===== src/rtl/ipd_pkg.sv =====
// Shared constants, register codes and the score threshold function for the peak detector.
package ipd_pkg;

	localparam int ACCEL_W    = 16;
	localparam int TIME_W     = 32;
	localparam int LEVEL_W    = 16;
	localparam int ACC_W      = 32;
	localparam int SCORE_W    = 7;
	localparam int CFG_IDX_W  = 3;
	localparam int CFG_DATA_W = 32;

	// register indexes of the configuration port
	localparam logic [CFG_IDX_W-1:0] REG_ACTIVITY_THR = 3'd0;
	localparam logic [CFG_IDX_W-1:0] REG_KICK_THR     = 3'd1;
	localparam logic [CFG_IDX_W-1:0] REG_WINDOW_MS    = 3'd2;
	localparam logic [CFG_IDX_W-1:0] REG_COOLDOWN_MS  = 3'd3;
	localparam logic [CFG_IDX_W-1:0] REG_SLEEP_MS     = 3'd4;

	localparam logic [LEVEL_W-1:0] RST_ACTIVITY_THR = 16'd1229;
	localparam logic [LEVEL_W-1:0] RST_KICK_THR     = 16'd5120;
	localparam logic [LEVEL_W-1:0] RST_WINDOW_MS    = 16'd300;
	localparam logic [LEVEL_W-1:0] RST_COOLDOWN_MS  = 16'd1000;
	localparam logic [TIME_W-1:0]  RST_SLEEP_MS     = 32'd300000;

	localparam logic [LEVEL_W-1:0] ONE_G      = 16'd1024;
	localparam logic [LEVEL_W-1:0] PEAK_CLAMP = 16'd24576;
	localparam int                 IDX_SHIFT  = 5;
	localparam int                 IDX_W      = LEVEL_W - IDX_SHIFT;

	localparam int                 SCORE_LEVELS = 100;
	localparam int                 LEVEL_IDX_W  = $clog2(SCORE_LEVELS);
	localparam logic [SCORE_W-1:0] SCORE_MAX    = 7'd99;

	localparam int BIG_W = 160;

	// Smallest index i in 0..depth with i^7 * 99^10 >= s^10 * depth^7.
	// Evaluated at elaboration only.
	function automatic int score_thr(input int depth, input int s);
		logic [BIG_W-1:0] lhs;
		logic [BIG_W-1:0] rhs;
		logic [BIG_W-1:0] p99;
		int lo;
		int hi;
		int mid;
		lhs = BIG_W'(1);
		p99 = BIG_W'(1);
		for (int k = 0; k < 10; k++) begin
			lhs = lhs * BIG_W'(s);
			p99 = p99 * BIG_W'(99);
		end
		for (int k = 0; k < 7; k++) begin
			lhs = lhs * BIG_W'(depth);
		end
		lo = 0;
		hi = depth;
		for (int it = 0; it < 16; it++) begin
			if (lo < hi) begin
				mid = (lo + hi) >> 1;
				rhs = p99;
				for (int k = 0; k < 7; k++) begin
					rhs = rhs * BIG_W'(mid);
				end
				if (rhs >= lhs) begin
					hi = mid;
				end else begin
					lo = mid + 1;
				end
			end
		end
		return lo;
	endfunction

endpackage


===== src/rtl/ipd_mag.sv =====
// Deviation unit: sum of squares on one multiplier, then a bit-pair square root.
module ipd_mag (
	input  logic                                  clk,
	input  logic                                  arst_n,
	input  logic                                  start,
	input  logic signed [ipd_pkg::ACCEL_W-1:0]    accel_x,
	input  logic signed [ipd_pkg::ACCEL_W-1:0]    accel_y,
	input  logic signed [ipd_pkg::ACCEL_W-1:0]    accel_z,
	output logic                                  done,
	output logic        [ipd_pkg::LEVEL_W-1:0]    dev
);

	localparam logic [1:0] P_IDLE   = 2'd0;
	localparam logic [1:0] P_SQUARE = 2'd1;
	localparam logic [1:0] P_ROOT   = 2'd2;
	localparam logic [1:0] P_DEV    = 2'd3;

	localparam int ACC_W   = ipd_pkg::ACC_W;
	localparam int STEP_W  = $clog2(ACC_W / 2);

	logic [1:0]                    phase_q;
	logic [1:0]                    axis_q;
	logic [STEP_W-1:0]             step_q;
	logic [ACC_W-1:0]              acc_q;
	logic [ACC_W-1:0]              rem_q;
	logic [ACC_W-1:0]              res_q;
	logic [ipd_pkg::LEVEL_W-1:0]   dev_q;
	logic                          done_q;

	logic signed [ipd_pkg::ACCEL_W-1:0] axis_val;
	logic [ipd_pkg::ACCEL_W-1:0]        axis_abs;
	logic [ACC_W-1:0]                   square;
	logic [ACC_W-1:0]                   acc_sum;
	logic [ACC_W-1:0]                   bit_val;
	logic [ACC_W-1:0]                   trial;
	logic                               take;
	logic [ipd_pkg::LEVEL_W-1:0]        mag;

	always_comb begin
		case (axis_q)
			2'd0:    axis_val = accel_x;
			2'd1:    axis_val = accel_y;
			default: axis_val = accel_z;
		endcase
	end

	// most negative input maps to 0x8000, which is its magnitude
	assign axis_abs = axis_val[ipd_pkg::ACCEL_W-1] ? ipd_pkg::ACCEL_W'(-axis_val)
		: ipd_pkg::ACCEL_W'(axis_val);
	assign square   = ACC_W'(axis_abs) * ACC_W'(axis_abs);
	assign acc_sum  = acc_q + square;

	assign bit_val = ACC_W'(1) << {step_q, 1'b0};
	assign trial   = res_q + bit_val;
	assign take    = rem_q >= trial;
	assign mag     = res_q[ipd_pkg::LEVEL_W-1:0];

	always_ff @(posedge clk or negedge arst_n) begin
		if (!arst_n) begin
			phase_q <= P_IDLE;
			axis_q  <= 2'd0;
			step_q  <= '0;
			done_q  <= 1'b0;
		end else begin
			done_q <= 1'b0;
			unique case (phase_q)
				P_IDLE: begin
					if (start) begin
						phase_q <= P_SQUARE;
						axis_q  <= 2'd0;
					end
				end
				P_SQUARE: begin
					axis_q <= axis_q + 2'd1;
					if (axis_q == 2'd2) begin
						phase_q <= P_ROOT;
						step_q  <= '1;
					end
				end
				P_ROOT: begin
					step_q <= step_q - STEP_W'(1);
					if (step_q == '0) begin
						phase_q <= P_DEV;
					end
				end
				P_DEV: begin
					phase_q <= P_IDLE;
					done_q  <= 1'b1;
				end
				default: phase_q <= P_IDLE;
			endcase
		end
	end

	always_ff @(posedge clk) begin
		case (phase_q)
			P_IDLE: begin
				acc_q <= '0;
			end
			P_SQUARE: begin
				acc_q <= acc_sum;
				if (axis_q == 2'd2) begin
					rem_q <= acc_sum;
					res_q <= '0;
				end
			end
			P_ROOT: begin
				if (take) begin
					rem_q <= rem_q - trial;
					res_q <= (res_q >> 1) + bit_val;
				end else begin
					res_q <= res_q >> 1;
				end
			end
			default: begin
				dev_q <= (mag >= ipd_pkg::ONE_G) ? mag - ipd_pkg::ONE_G : ipd_pkg::ONE_G - mag;
			end
		endcase
	end

	assign done = done_q;
	assign dev  = dev_q;

endmodule


===== src/rtl/ipd_score.sv =====
// Score unit: binary search of the peak index over a table of score thresholds.
module ipd_score #(
	parameter int SCORE_ROM_DEPTH = 768
) (
	input  logic                                clk,
	input  logic                                arst_n,
	input  logic                                start,
	input  logic [ipd_pkg::LEVEL_W-1:0]         peak,
	output logic                                done,
	output logic [ipd_pkg::SCORE_W-1:0]         score
);

	localparam int THR_W = $clog2(SCORE_ROM_DEPTH + 1);
	localparam int CMP_W = (THR_W > ipd_pkg::IDX_W) ? THR_W : ipd_pkg::IDX_W;

	logic [CMP_W-1:0] thr_tab [ipd_pkg::SCORE_LEVELS];

	for (genvar g = 0; g < ipd_pkg::SCORE_LEVELS; g++) begin : g_thr
		localparam int THR = ipd_pkg::score_thr(SCORE_ROM_DEPTH, g);
		assign thr_tab[g] = CMP_W'(THR);
	end

	logic                          busy_q;
	logic                          done_q;
	logic [ipd_pkg::SCORE_W-1:0]   lo_q;
	logic [ipd_pkg::SCORE_W-1:0]   hi_q;
	logic [CMP_W-1:0]              idx_q;

	logic [ipd_pkg::LEVEL_W-1:0]   peak_clamp;
	logic [CMP_W-1:0]              idx_raw;
	logic [CMP_W-1:0]              idx_cap;
	logic [ipd_pkg::SCORE_W:0]     mid_sum;
	logic [ipd_pkg::SCORE_W-1:0]   mid;

	assign peak_clamp = (peak > ipd_pkg::PEAK_CLAMP) ? ipd_pkg::PEAK_CLAMP : peak;
	assign idx_raw    = CMP_W'(peak_clamp >> ipd_pkg::IDX_SHIFT);
	assign idx_cap    = (idx_raw > CMP_W'(SCORE_ROM_DEPTH)) ? CMP_W'(SCORE_ROM_DEPTH) : idx_raw;
	assign mid_sum    = {1'b0, lo_q} + {1'b0, hi_q} + (ipd_pkg::SCORE_W + 1)'(1);
	assign mid        = mid_sum[ipd_pkg::SCORE_W:1];

	always_ff @(posedge clk or negedge arst_n) begin
		if (!arst_n) begin
			busy_q <= 1'b0;
			done_q <= 1'b0;
		end else begin
			done_q <= 1'b0;
			if (start) begin
				busy_q <= 1'b1;
			end else if (busy_q && lo_q == hi_q) begin
				busy_q <= 1'b0;
				done_q <= 1'b1;
			end
		end
	end

	always_ff @(posedge clk) begin
		if (start) begin
			lo_q  <= '0;
			hi_q  <= ipd_pkg::SCORE_MAX;
			idx_q <= idx_cap;
		end else if (busy_q && lo_q != hi_q) begin
			if (thr_tab[mid[ipd_pkg::LEVEL_IDX_W-1:0]] <= idx_q) begin
				lo_q <= mid;
			end else begin
				hi_q <= mid - ipd_pkg::SCORE_W'(1);
			end
		end
	end

	assign done  = done_q;
	assign score = lo_q;

endmodule


===== src/rtl/impact_peak_detector_core.sv =====
// Top level of the impact peak detector: sequencer, tracking state and result register.
//
//  channel | handshake           | payload
//  --------+---------------------+-------------------------------------------------
//  in      | in_valid, in_ready  | action, accel_x, accel_y, accel_z, time_ms
//  out     | out_valid, out_ready| score_valid, kick_score, best/second/third_peak,
//          |                     | sleep_request
//  cfg     | cfg_valid, cfg_ready| cfg_index, cfg_data
//
// A sample passes from accept to result register through a start step, the multiply-
// accumulate of the squares, the root iterations, the deviation and the sequencer steps.
// A closing kick window adds the score search. A clear beat goes straight to the finish
// state, which loads the result register once the output register is free.
// Reset sets the registers to their defaults and empties all tracking state.
// in_ready is high only while the sequencer is idle; a finished result waits in
// the output register and the next beat is taken meanwhile. cfg_ready stays high.
module impact_peak_detector_core #(
	parameter int SCORE_ROM_DEPTH = 768
) (
	input  logic                                   clk,
	input  logic                                   arst_n,

	input  logic                                   in_valid,
	output logic                                   in_ready,
	input  logic                                   action,
	input  logic signed [ipd_pkg::ACCEL_W-1:0]     accel_x,
	input  logic signed [ipd_pkg::ACCEL_W-1:0]     accel_y,
	input  logic signed [ipd_pkg::ACCEL_W-1:0]     accel_z,
	input  logic        [ipd_pkg::TIME_W-1:0]      time_ms,

	output logic                                   out_valid,
	input  logic                                   out_ready,
	output logic                                   score_valid,
	output logic        [ipd_pkg::SCORE_W-1:0]     kick_score,
	output logic        [ipd_pkg::LEVEL_W-1:0]     best_peak,
	output logic        [ipd_pkg::LEVEL_W-1:0]     second_peak,
	output logic        [ipd_pkg::LEVEL_W-1:0]     third_peak,
	output logic                                   sleep_request,

	input  logic                                   cfg_valid,
	output logic                                   cfg_ready,
	input  logic        [ipd_pkg::CFG_IDX_W-1:0]   cfg_index,
	input  logic        [ipd_pkg::CFG_DATA_W-1:0]  cfg_data
);

	localparam logic [2:0] S_IDLE  = 3'd0;
	localparam logic [2:0] S_MAG   = 3'd1;
	localparam logic [2:0] S_ACT   = 3'd2;
	localparam logic [2:0] S_SLP   = 3'd3;
	localparam logic [2:0] S_KICK  = 3'd4;
	localparam logic [2:0] S_CLOSE = 3'd5;
	localparam logic [2:0] S_SCORE = 3'd6;
	localparam logic [2:0] S_FIN   = 3'd7;

	localparam int TW = ipd_pkg::TIME_W;
	localparam int LW = ipd_pkg::LEVEL_W;

	logic [2:0]     state_q;

	logic [LW-1:0]  act_thr_q;
	logic [LW-1:0]  kick_thr_q;
	logic [LW-1:0]  window_ms_q;
	logic [LW-1:0]  cooldown_ms_q;
	logic [TW-1:0]  sleep_ms_q;

	logic [LW-1:0]  best_q;
	logic [LW-1:0]  second_q;
	logic [LW-1:0]  third_q;
	logic           in_win_q;
	logic [LW-1:0]  win_peak_q;
	logic [TW-1:0]  win_start_q;
	logic [TW-1:0]  cd_end_q;
	logic           cd_active_q;
	logic [TW-1:0]  last_act_q;

	logic signed [ipd_pkg::ACCEL_W-1:0] x_q;
	logic signed [ipd_pkg::ACCEL_W-1:0] y_q;
	logic signed [ipd_pkg::ACCEL_W-1:0] z_q;
	logic [TW-1:0]  t_q;
	logic           mag_go_q;
	logic           cooling_q;
	logic           sleep_q;
	logic           close_q;

	logic                         out_valid_q;
	logic                         score_valid_q;
	logic [ipd_pkg::SCORE_W-1:0]  kick_score_q;
	logic [LW-1:0]                best_out_q;
	logic [LW-1:0]                second_out_q;
	logic [LW-1:0]                third_out_q;
	logic                         sleep_out_q;

	logic                         in_fire;
	logic                         mag_done;
	logic [LW-1:0]                dev;
	logic                         score_start;
	logic                         score_done;
	logic [ipd_pkg::SCORE_W-1:0]  score;
	logic                         out_free;
	logic [TW-1:0]                idle_time;
	logic [TW-1:0]                cd_diff;
	logic [TW-1:0]                win_time;
	logic                         win_over;

	assign in_ready  = (state_q == S_IDLE);
	assign in_fire   = in_valid && in_ready;
	assign cfg_ready = 1'b1;
	assign out_free  = !out_valid_q || out_ready;

	assign idle_time = t_q - last_act_q;
	assign cd_diff   = t_q - cd_end_q;
	assign win_time  = t_q - win_start_q;
	assign win_over  = win_time > TW'(window_ms_q);
	assign score_start = (state_q == S_CLOSE) && !cooling_q && in_win_q && win_over;

	ipd_mag u_mag (
		.clk     (clk),
		.arst_n  (arst_n),
		.start   (mag_go_q),
		.accel_x (x_q),
		.accel_y (y_q),
		.accel_z (z_q),
		.done    (mag_done),
		.dev     (dev)
	);

	ipd_score #(
		.SCORE_ROM_DEPTH (SCORE_ROM_DEPTH)
	) u_score (
		.clk    (clk),
		.arst_n (arst_n),
		.start  (score_start),
		.peak   (win_peak_q),
		.done   (score_done),
		.score  (score)
	);

	// configuration registers
	always_ff @(posedge clk or negedge arst_n) begin
		if (!arst_n) begin
			act_thr_q     <= ipd_pkg::RST_ACTIVITY_THR;
			kick_thr_q    <= ipd_pkg::RST_KICK_THR;
			window_ms_q   <= ipd_pkg::RST_WINDOW_MS;
			cooldown_ms_q <= ipd_pkg::RST_COOLDOWN_MS;
			sleep_ms_q    <= ipd_pkg::RST_SLEEP_MS;
		end else if (cfg_valid && cfg_ready) begin
			unique case (cfg_index)
				ipd_pkg::REG_ACTIVITY_THR: act_thr_q     <= cfg_data[LW-1:0];
				ipd_pkg::REG_KICK_THR:     kick_thr_q    <= cfg_data[LW-1:0];
				ipd_pkg::REG_WINDOW_MS:    window_ms_q   <= cfg_data[LW-1:0];
				ipd_pkg::REG_COOLDOWN_MS:  cooldown_ms_q <= cfg_data[LW-1:0];
				ipd_pkg::REG_SLEEP_MS:     sleep_ms_q    <= cfg_data[TW-1:0];
				default: ;
			endcase
		end
	end

	// capture the sample
	always_ff @(posedge clk) begin
		if (in_fire) begin
			x_q <= accel_x;
			y_q <= accel_y;
			z_q <= accel_z;
			t_q <= time_ms;
		end
	end

	// sequencer and tracking state
	always_ff @(posedge clk or negedge arst_n) begin
		if (!arst_n) begin
			state_q     <= S_IDLE;
			mag_go_q    <= 1'b0;
			best_q      <= '0;
			second_q    <= '0;
			third_q     <= '0;
			in_win_q    <= 1'b0;
			win_peak_q  <= '0;
			win_start_q <= '0;
			cd_end_q    <= '0;
			cd_active_q <= 1'b0;
			last_act_q  <= '0;
			cooling_q   <= 1'b0;
			sleep_q     <= 1'b0;
			close_q     <= 1'b0;
		end else begin
			mag_go_q <= 1'b0;
			unique case (state_q)
				S_IDLE: begin
					if (in_fire) begin
						sleep_q <= 1'b0;
						close_q <= 1'b0;
						if (action) begin
							best_q   <= '0;
							second_q <= '0;
							third_q  <= '0;
							state_q  <= S_FIN;
						end else begin
							mag_go_q <= 1'b1;
							state_q  <= S_MAG;
						end
					end
				end
				S_MAG: begin
					if (mag_done) begin
						state_q <= S_ACT;
					end
				end
				S_ACT: begin
					if (dev > act_thr_q) begin
						last_act_q <= t_q;
					end
					state_q <= S_SLP;
				end
				S_SLP: begin
					sleep_q   <= idle_time > sleep_ms_q;
					cooling_q <= cd_active_q && cd_diff[TW-1];
					state_q   <= S_KICK;
				end
				S_KICK: begin
					if (!cooling_q) begin
						cd_active_q <= 1'b0;
						if (!in_win_q && dev > kick_thr_q) begin
							in_win_q    <= 1'b1;
							win_start_q <= t_q;
							win_peak_q  <= dev;
						end else if (in_win_q && dev > win_peak_q) begin
							win_peak_q <= dev;
						end
					end
					state_q <= S_CLOSE;
				end
				S_CLOSE: begin
					if (score_start) begin
						// insert below any equal entry, drop at or below third
						if (win_peak_q > best_q) begin
							third_q  <= second_q;
							second_q <= best_q;
							best_q   <= win_peak_q;
						end else if (win_peak_q > second_q) begin
							third_q  <= second_q;
							second_q <= win_peak_q;
						end else if (win_peak_q > third_q) begin
							third_q <= win_peak_q;
						end
						in_win_q    <= 1'b0;
						win_peak_q  <= '0;
						cd_end_q    <= t_q + TW'(cooldown_ms_q);
						cd_active_q <= 1'b1;
						close_q     <= 1'b1;
						state_q     <= S_SCORE;
					end else begin
						state_q <= S_FIN;
					end
				end
				S_SCORE: begin
					if (score_done) begin
						state_q <= S_FIN;
					end
				end
				S_FIN: begin
					if (out_free) begin
						state_q <= S_IDLE;
					end
				end
				default: state_q <= S_IDLE;
			endcase
		end
	end

	// result register
	always_ff @(posedge clk or negedge arst_n) begin
		if (!arst_n) begin
			out_valid_q <= 1'b0;
		end else if (state_q == S_FIN && out_free) begin
			out_valid_q <= 1'b1;
		end else if (out_ready) begin
			out_valid_q <= 1'b0;
		end
	end

	always_ff @(posedge clk) begin
		if (state_q == S_FIN && out_free) begin
			score_valid_q <= close_q;
			kick_score_q  <= close_q ? score : '0;
			best_out_q    <= best_q;
			second_out_q  <= second_q;
			third_out_q   <= third_q;
			sleep_out_q   <= sleep_q;
		end
	end

	assign out_valid     = out_valid_q;
	assign score_valid   = score_valid_q;
	assign kick_score    = kick_score_q;
	assign best_peak     = best_out_q;
	assign second_peak   = second_out_q;
	assign third_peak    = third_out_q;
	assign sleep_request = sleep_out_q;

endmodule

===== config.mk =====
export PLATFORM = sky130hd
export DESIGN_NAME = impact_peak_detector_core
export DESIGN_NICKNAME = d
export VERILOG_FILES = /design/src/rtl/ipd_pkg.sv /design/src/rtl/ipd_mag.sv /design/src/rtl/ipd_score.sv /design/src/rtl/impact_peak_detector_core.sv
export SDC_FILE = /design/constraint.sdc
export NUM_CORES = 2
export LEC_CHECK = 0
export BUFFER_PORTS_ARGS = -buffer_cell sky130_fd_sc_hd__buf_2
export CELL_PAD_IN_SITES_DETAIL_PLACEMENT = 0
export CELL_PAD_IN_SITES_GLOBAL_PLACEMENT = 1
export CORE_ASPECT_RATIO = 1.5
export CORE_MARGIN = 2
export CORE_UTILIZATION = 51
export CTS_BUF_LIST = sky130_fd_sc_hd__clkbuf_4 sky130_fd_sc_hd__clkbuf_8
export CTS_CLUSTER_DIAMETER = 50
export CTS_CLUSTER_SIZE = 10
export DETAILED_ROUTE_END_ITERATION = 10
export PLACE_DENSITY_LB_ADDON = 0.1
export SYNTH_ARGS = -nofsm -noshare
export SYNTH_HDL_FRONTEND = slang
export SYNTH_HIERARCHICAL = 1
export SYNTH_SLANG_ARGS = --single-unit

===== constraint.sdc =====
create_clock -name clk -period 11.45 [get_ports clk]
set_input_delay 1.145 -clock clk [delete_from_list [all_inputs] [get_ports clk]]
set_output_delay 1.145 -clock clk [all_outputs]
set_load 0.05 [all_outputs]

Word level (Yosys, flattened, before mapping)
Memories as Yosys holds them, arrays and structs flattened. Index checks and enable logic that the tools add are counted.

$add $sub $neg: 16. $mul: 1. $lt $le $gt $ge: 14. Equality and inequality tests: 34. Shifts and indexed selects: 1. Multiplexer cells: 67. Bitwise gates (word level): 3. Reductions and logical operators: 50.

Operators by type and width (count): $mux 16 (18); $pmux 32 s2 (3); $pmux 16 s2 (5); $mux 32 (4); $sub 32x32->32 (4); $gt 16x16->1 (6); $add 32x32->32 (2); $add 31x32->32 (1); $add 32x16->32 (1); $ge 32x32->1 (1); $gt 32x16->1 (1); $gt 32x32->1 (1); $mul 16x16->32 (1); $shl 1x5->32 const A (1); $pmux 3 s8 (1); $reduce_and 2->1 (12); $mux 11 (2); $mux 1 (17); $ge 16x11->1 const B (1); $gt 16x15->1 const B (1); $ne 2x1->1 const B (8); $neg 16->16 (1); $sub 11x16->16 const A (1); $sub 16x11->16 const B (1); other kinds (39) (92).

Flip-flop bits (word level): 551. Memory bits (read-only): 1408. Input port bits: 121. Output and inout bits: 60. Memories: 1.

Memories: (no name shown) (words 128, bits a word 11, read ports 1, clocked after memory_dff 0, wr ports 0, line ipd_score.sv:62) `if (thr_tab[mid[ipd_pkg::LEVEL_IDX_W-1:0]] <= idx_q) begin`.

Depth between registers and ports, before layout
Depth in word-level cells: 9. Mapped depth: 38.

Cells and area by module
The synthesis kept the hierarchy.

By module, submodules not included: impact_peak_detector_core (times used 1, cells each 2271, area each 23422.5 µm²); ipd_mag (times used 1, cells each 1922, area each 17485.5 µm²); ipd_score (times used 1, cells each 416, area each 3457.1 µm²).

Worst setup path before layout
OpenSTA, ideal clock, no wires.

Path type: register to register. Start point: reg u_mag.axis_q[0]. End point: reg u_mag.rem_q[29], data pin. Library setup time: 0.260 ns. Data arrival time: 7.758 ns. Path slack: 3.432 ns. Stages on the path, launching flop included: 31. Buffers on the path: 2. Clock period less this slack: 8.018 ns. Cell sequence: dfrtp_1 inv_1 ha_1 buf_4 a22o_1 a21oi_1 and4b_1 and3_1 buf_2 a21oi_1 xor2_1 clkinv_1 nand2_1 fa_1 fa_1 fa_1 inv_1 fa_1 fa_1 inv_1 fa_1 inv_1 ha_1 a2111oi_0 a211oi_1 o21ai_0 a211oi_1 o41ai_2 o21ai_0 xor2_1 mux2_2.

Cells in the longest elaborated chain, start to end: 8.

RTL lines: from (decl) (line ipd_mag.sv:22) `logic [1:0] axis_q;`; from (signal assigned) (line ipd_mag.sv:74) `axis_q <= axis_q + 2'd1;`; $eq 2x1->1 or $logic_not 2->1 (tied branches) (line ipd_mag.sv:40) `case (axis_q)`; $pmux 16 s2 * (line ipd_mag.sv:40); $neg 16->16 (line ipd_mag.sv:48) `assign axis_abs = axis_val[ipd_pkg::ACCEL_W-1] ? ipd_pkg::ACCEL_W'(-axis_val)`; $mux 16 * (line ipd_mag.sv:48); $mul 16x16->32 * (line ipd_mag.sv:50) `assign square = ACC_W'(axis_abs) * ACC_W'(axis_abs);`; $add 32x32->32 * (line ipd_mag.sv:51) `assign acc_sum = acc_q + square;`; $mux 32 * (line ipd_mag.sv:102) `if (axis_q == 2'd2) begin`; $pmux 32 s2 * (line ipd_mag.sv:96) `case (phase_q)`; to (signal assigned) (line ipd_mag.sv:103) `rem_q <= acc_sum;`; to (signal assigned) (line ipd_mag.sv:109) `rem_q <= rem_q - trial;`; to (decl) (line ipd_mag.sv:25) `logic [ACC_W-1:0] rem_q;`.

Mark *: on every way between the ends. The rest lies on a longest branch, timed or not. The select of a mux whose other input is x is not followed. A chain may end at the register's enable or synchronous reset.

Worst setup path after layout
Start point: reg u_mag.axis_q[0]. End point: reg u_mag.rem_q[31], data pin.

Same word-level chain as after synthesis.

==> flow_summary.yaml <==
outcome:
  status: "finished clean"
die:
  dieArea_mm2: 0.0894
  initial_core_util_pct: 51.5
  num_io_pins: 181
  core-area_mm2: 0.0862
  die_width_um: 245
  die_y_um: 365
  rows: 132
sta:
  slew_viol_final: 0
  period_needed_ns: 9.75
  finalHoldWorstSlack_ns: 0.417
  setup_viol: 0
  fmax_mhz: 103
  period_share_pct: 85.2
  max-slew-margin-rel_pct: 21.1
  fin_setup_tns_ns: 0
  worst_slew_pin_slew_ns: 1.18
  hold_violations: 0
  rsz0062_at_grt: "false"
  clock_skew_ns: 0.0425
setup_path:
  cp_common_cell: "fa_1"
  critPathTopFamily: "adder cells"
  endpoint_kind: "register"
  cp.buffers_inverters: 6
  crit_arrival_ns: 10.36
  critical_path_required_ns: 12.06
  crit_path_start_kind: "register"
  cp_max_fo: 17
  max_stage_delay_ns: 0.65
  path_class: "reg -> reg"
  cp_slowest_cell: "ha_1"
drt:
  viasPerCell: 5.61
  num_vias: 33400
  dr.pass1.iters: 5
  drtIter0Drc: 1547
  ant_nets: 0
  post-route-drc-count: 0
  wl_per_cell_um: 19.7
  drt-total-wl_um: 117000
finish:
  syn_to_final_growth_pct: 8.15
  fillers: 7969
  seq_area_mm2: 0.0151
  drive_above_1_share_pct: 11.5
  multiInputGateArea_mm2: 0.0263
  final_net_count: 5551
power_and_ir_drop:
  p_leak_nw: 22.3
  power_density_mw_per_mm2: 90.1
  irDropWorstVdd_mv: 0.0795
cts:
  root_buffer: "clkbuf_8"
  clk_latency_ns: 0.76
  numCtsBuffers: 75
  post_cts_resized: 0
  htree_levels: 3
  cts_buffer_depth: 3
  cts_tree: "done"
  cts_hold_repair.buffers: 0
  cts.sinks: 551
  cts_setup_buffers: 0
  cts.clk_slew.worst_paths_ns: 0.08
global_route:
  grt_antenna_before_repair: 1
  grt_max_degree: 90
  grt_pass1_vias: 34200
  grtUsageTotal_pct: 26.6
  overflow: 0
  grt_pass1_wl_um: 185000
synth:
  synth_seq_area_share_pct: 33.9
  synthArstFlopShare_pct: 50.3
  syn_area_per_cell_um2: 9.63
  syn-cell-area_mm2: 0.0444
  syn_inst: 4609
  yosys_warnings: 6
  synth_edf_count: 260
  yosysUniqueCellTypes: 113
  synth_ff_type: "edfxtp_1"
  ys_ff_latch: 551
place:
  hpwl_um: 91800
  port_buffers: 179
  routabilityCongestion: 0.885
job:
  max_cap_violations: 0
min_path:
  hold_class: "in -> async"
-- flip-flops by register name (all words and copies together), names as in the netlist, 32 cells and up --
register	cells
u_mag/rem_q	32
win_start_q	32
u_mag/acc_q	32
cd_end_q	32
sleep_ms_q	32
u_mag/res_q	32
last_act_q	32
t_q	32
-- Yosys cell counts, drive strengths merged (9+ instances only) --
cell type / number / area (µm²)
inv: 641 / 2410
ha: 474 / 5930
nand2: 413 / 1550
nor2: 265 / 1050
edfxtp: 260 / 7810
o21ai: 260 / 1310
dfrtp: 251 / 6280
a21oi: 247 / 1280
fa: 197 / 3940
xnor2: 136 / 1230
a21o: 116 / 871
mux2i: 113 / 1130
clkbuf: 92 / 349
xor2: 86 / 768
nand3: 77 / 415
nand4: 69 / 447
nor3: 62 / 343
mux2: 61 / 687
buf: 58 / 372
and2: 57 / 359
a211oi: 50 / 385
a31oi: 50 / 313
o21a: 45 / 338
nor2b: 43 / 269
nand2b: 34 / 220
a22o: 33 / 289
o31ai: 33 / 253
o211ai: 29 / 218
o21bai: 27 / 203
dfstp: 26 / 683
or2: 22 / 138
a211o: 20 / 175
and3: 20 / 125
a2111oi: 17 / 166
or3: 17 / 106
nor4: 15 / 93.8
a31o: 14 / 123
dfxtp: 14 / 280
a21boi: 12 / 90.1
a221oi: 10 / 87.6
o2111ai: 10 / 87.6
o221ai: 9 / 78.8
o22ai: 9 / 56.3
-- cells by family (layout without fill, tap and decap cells) --
kind of cell               Yosys count  count (layout)  share of synthesized area (%)
muxes                              174             174                           4.10
DFF                                551             551                           33.9
AOI/OAI and AO/OA                 1053            1053                           15.6
xor gates and xnor gates           225             225                           4.65
other                                4              14                         0.0338
and+or+nand+nor                   1132            1132                           12.3
buffers and inverters              799            1002                           7.12
adders and majority gates          671             671                           22.3
-- cell usage in the layout (no fill, tap or decap), drive strengths merged, types with 20 or more instances in the layout --
master / instances
a211o: 20
a211oi: 50
a21o: 116
a21oi: 247
a22o: 33
a31oi: 50
and2: 57
and3: 20
buf: 214
clkbuf: 114
dfrtp: 251
dfstp: 26
edfxtp: 260
fa: 197
ha: 474
inv: 650
mux2: 61
mux2i: 113
nand2: 413
nand2b: 34
nand3: 77
nand4: 69
nor2: 265
nor2b: 43
nor3: 62
o211ai: 29
o21a: 45
o21ai: 260
o21bai: 27
o31ai: 33
or2: 22
xnor2: 136
xor2: 86
-- path summary, 6_finish.rpt --
path	slack, ns	end	cells past startpoint	from
max reg2reg	1.70	u_mag/rem_q[31]	30	u_mag/axis_q[0]
max	1.70	u_mag/rem_q[31]	30	u_mag/axis_q[0]
min reg2reg	0.47	u_score/hi_q[2]	2	u_score/hi_q[2]
min	0.42	u_mag/step_q[3]	1	arst_n
min in group clk	0.47	u_score/hi_q[2]	2	u_score/hi_q[2]
max in group asynchronous	8.75	last_act_q[15]	3	arst_n
-- metal layers --
metal / share of wire (%) / vias to the layer above / global-route usage [%]
met5: 0 / - / 0
met4: 5.4 / 0 / 13.8
met3: 3.6 / 270 / 3.28
met2: 52 / 717 / 48.9
met1: 39 / 16200 / 30.0
li1: - / 16300 / -
-- final cells by class --
cell class                      count  area share (%)
Tap cell                         1139            2.97
Clock buffer                      114            2.84
Inverter                          649            5.08
Timing Repair Buffer              214            2.44
Multi-Input combinational cell   3268            54.8
Clock inverter                     25           0.542
Antenna cell                        1         0.00522
Sequential cell                   551            31.4
-- stage by stage --
stage,power (mW),cell area [µm²],utilization (%),cells,setup slack (ns)
4_1_cts,4.39,48000,55.7,5960,1.71
5_1_grt,4.53,48000,55.7,5961,1.10
3_3_place_gp,2.69,46400,53.8,5821,1.94
3_5_place_dp,2.70,46400,53.8,5821,1.74
6_report,4.33,48000,55.7,5961,1.70
2_1_floorplan,2.53,44400,-,4618,3.43
-- worst reg2reg max path: cells and delay by family (launching register included) --
family	cells	cell delay, ns
xor gates and xnor gates	1	0.65
and+or+nand+nor	4	0.92
DFF	1	0.41
buffers and inverters	6	0.94
adders and majority gates	8	4.00
AOI/OAI and AO/OA	11	2.71
-- power breakdown --
group          switching [mW]  internal [mW]  total, mW
Sequential             0.0234           2.15       2.17
Combinational           0.285          0.200      0.485
Clock                   0.819          0.848       1.67
Total                    1.13           3.20       4.33
Power figures use the tool's default switching activity.
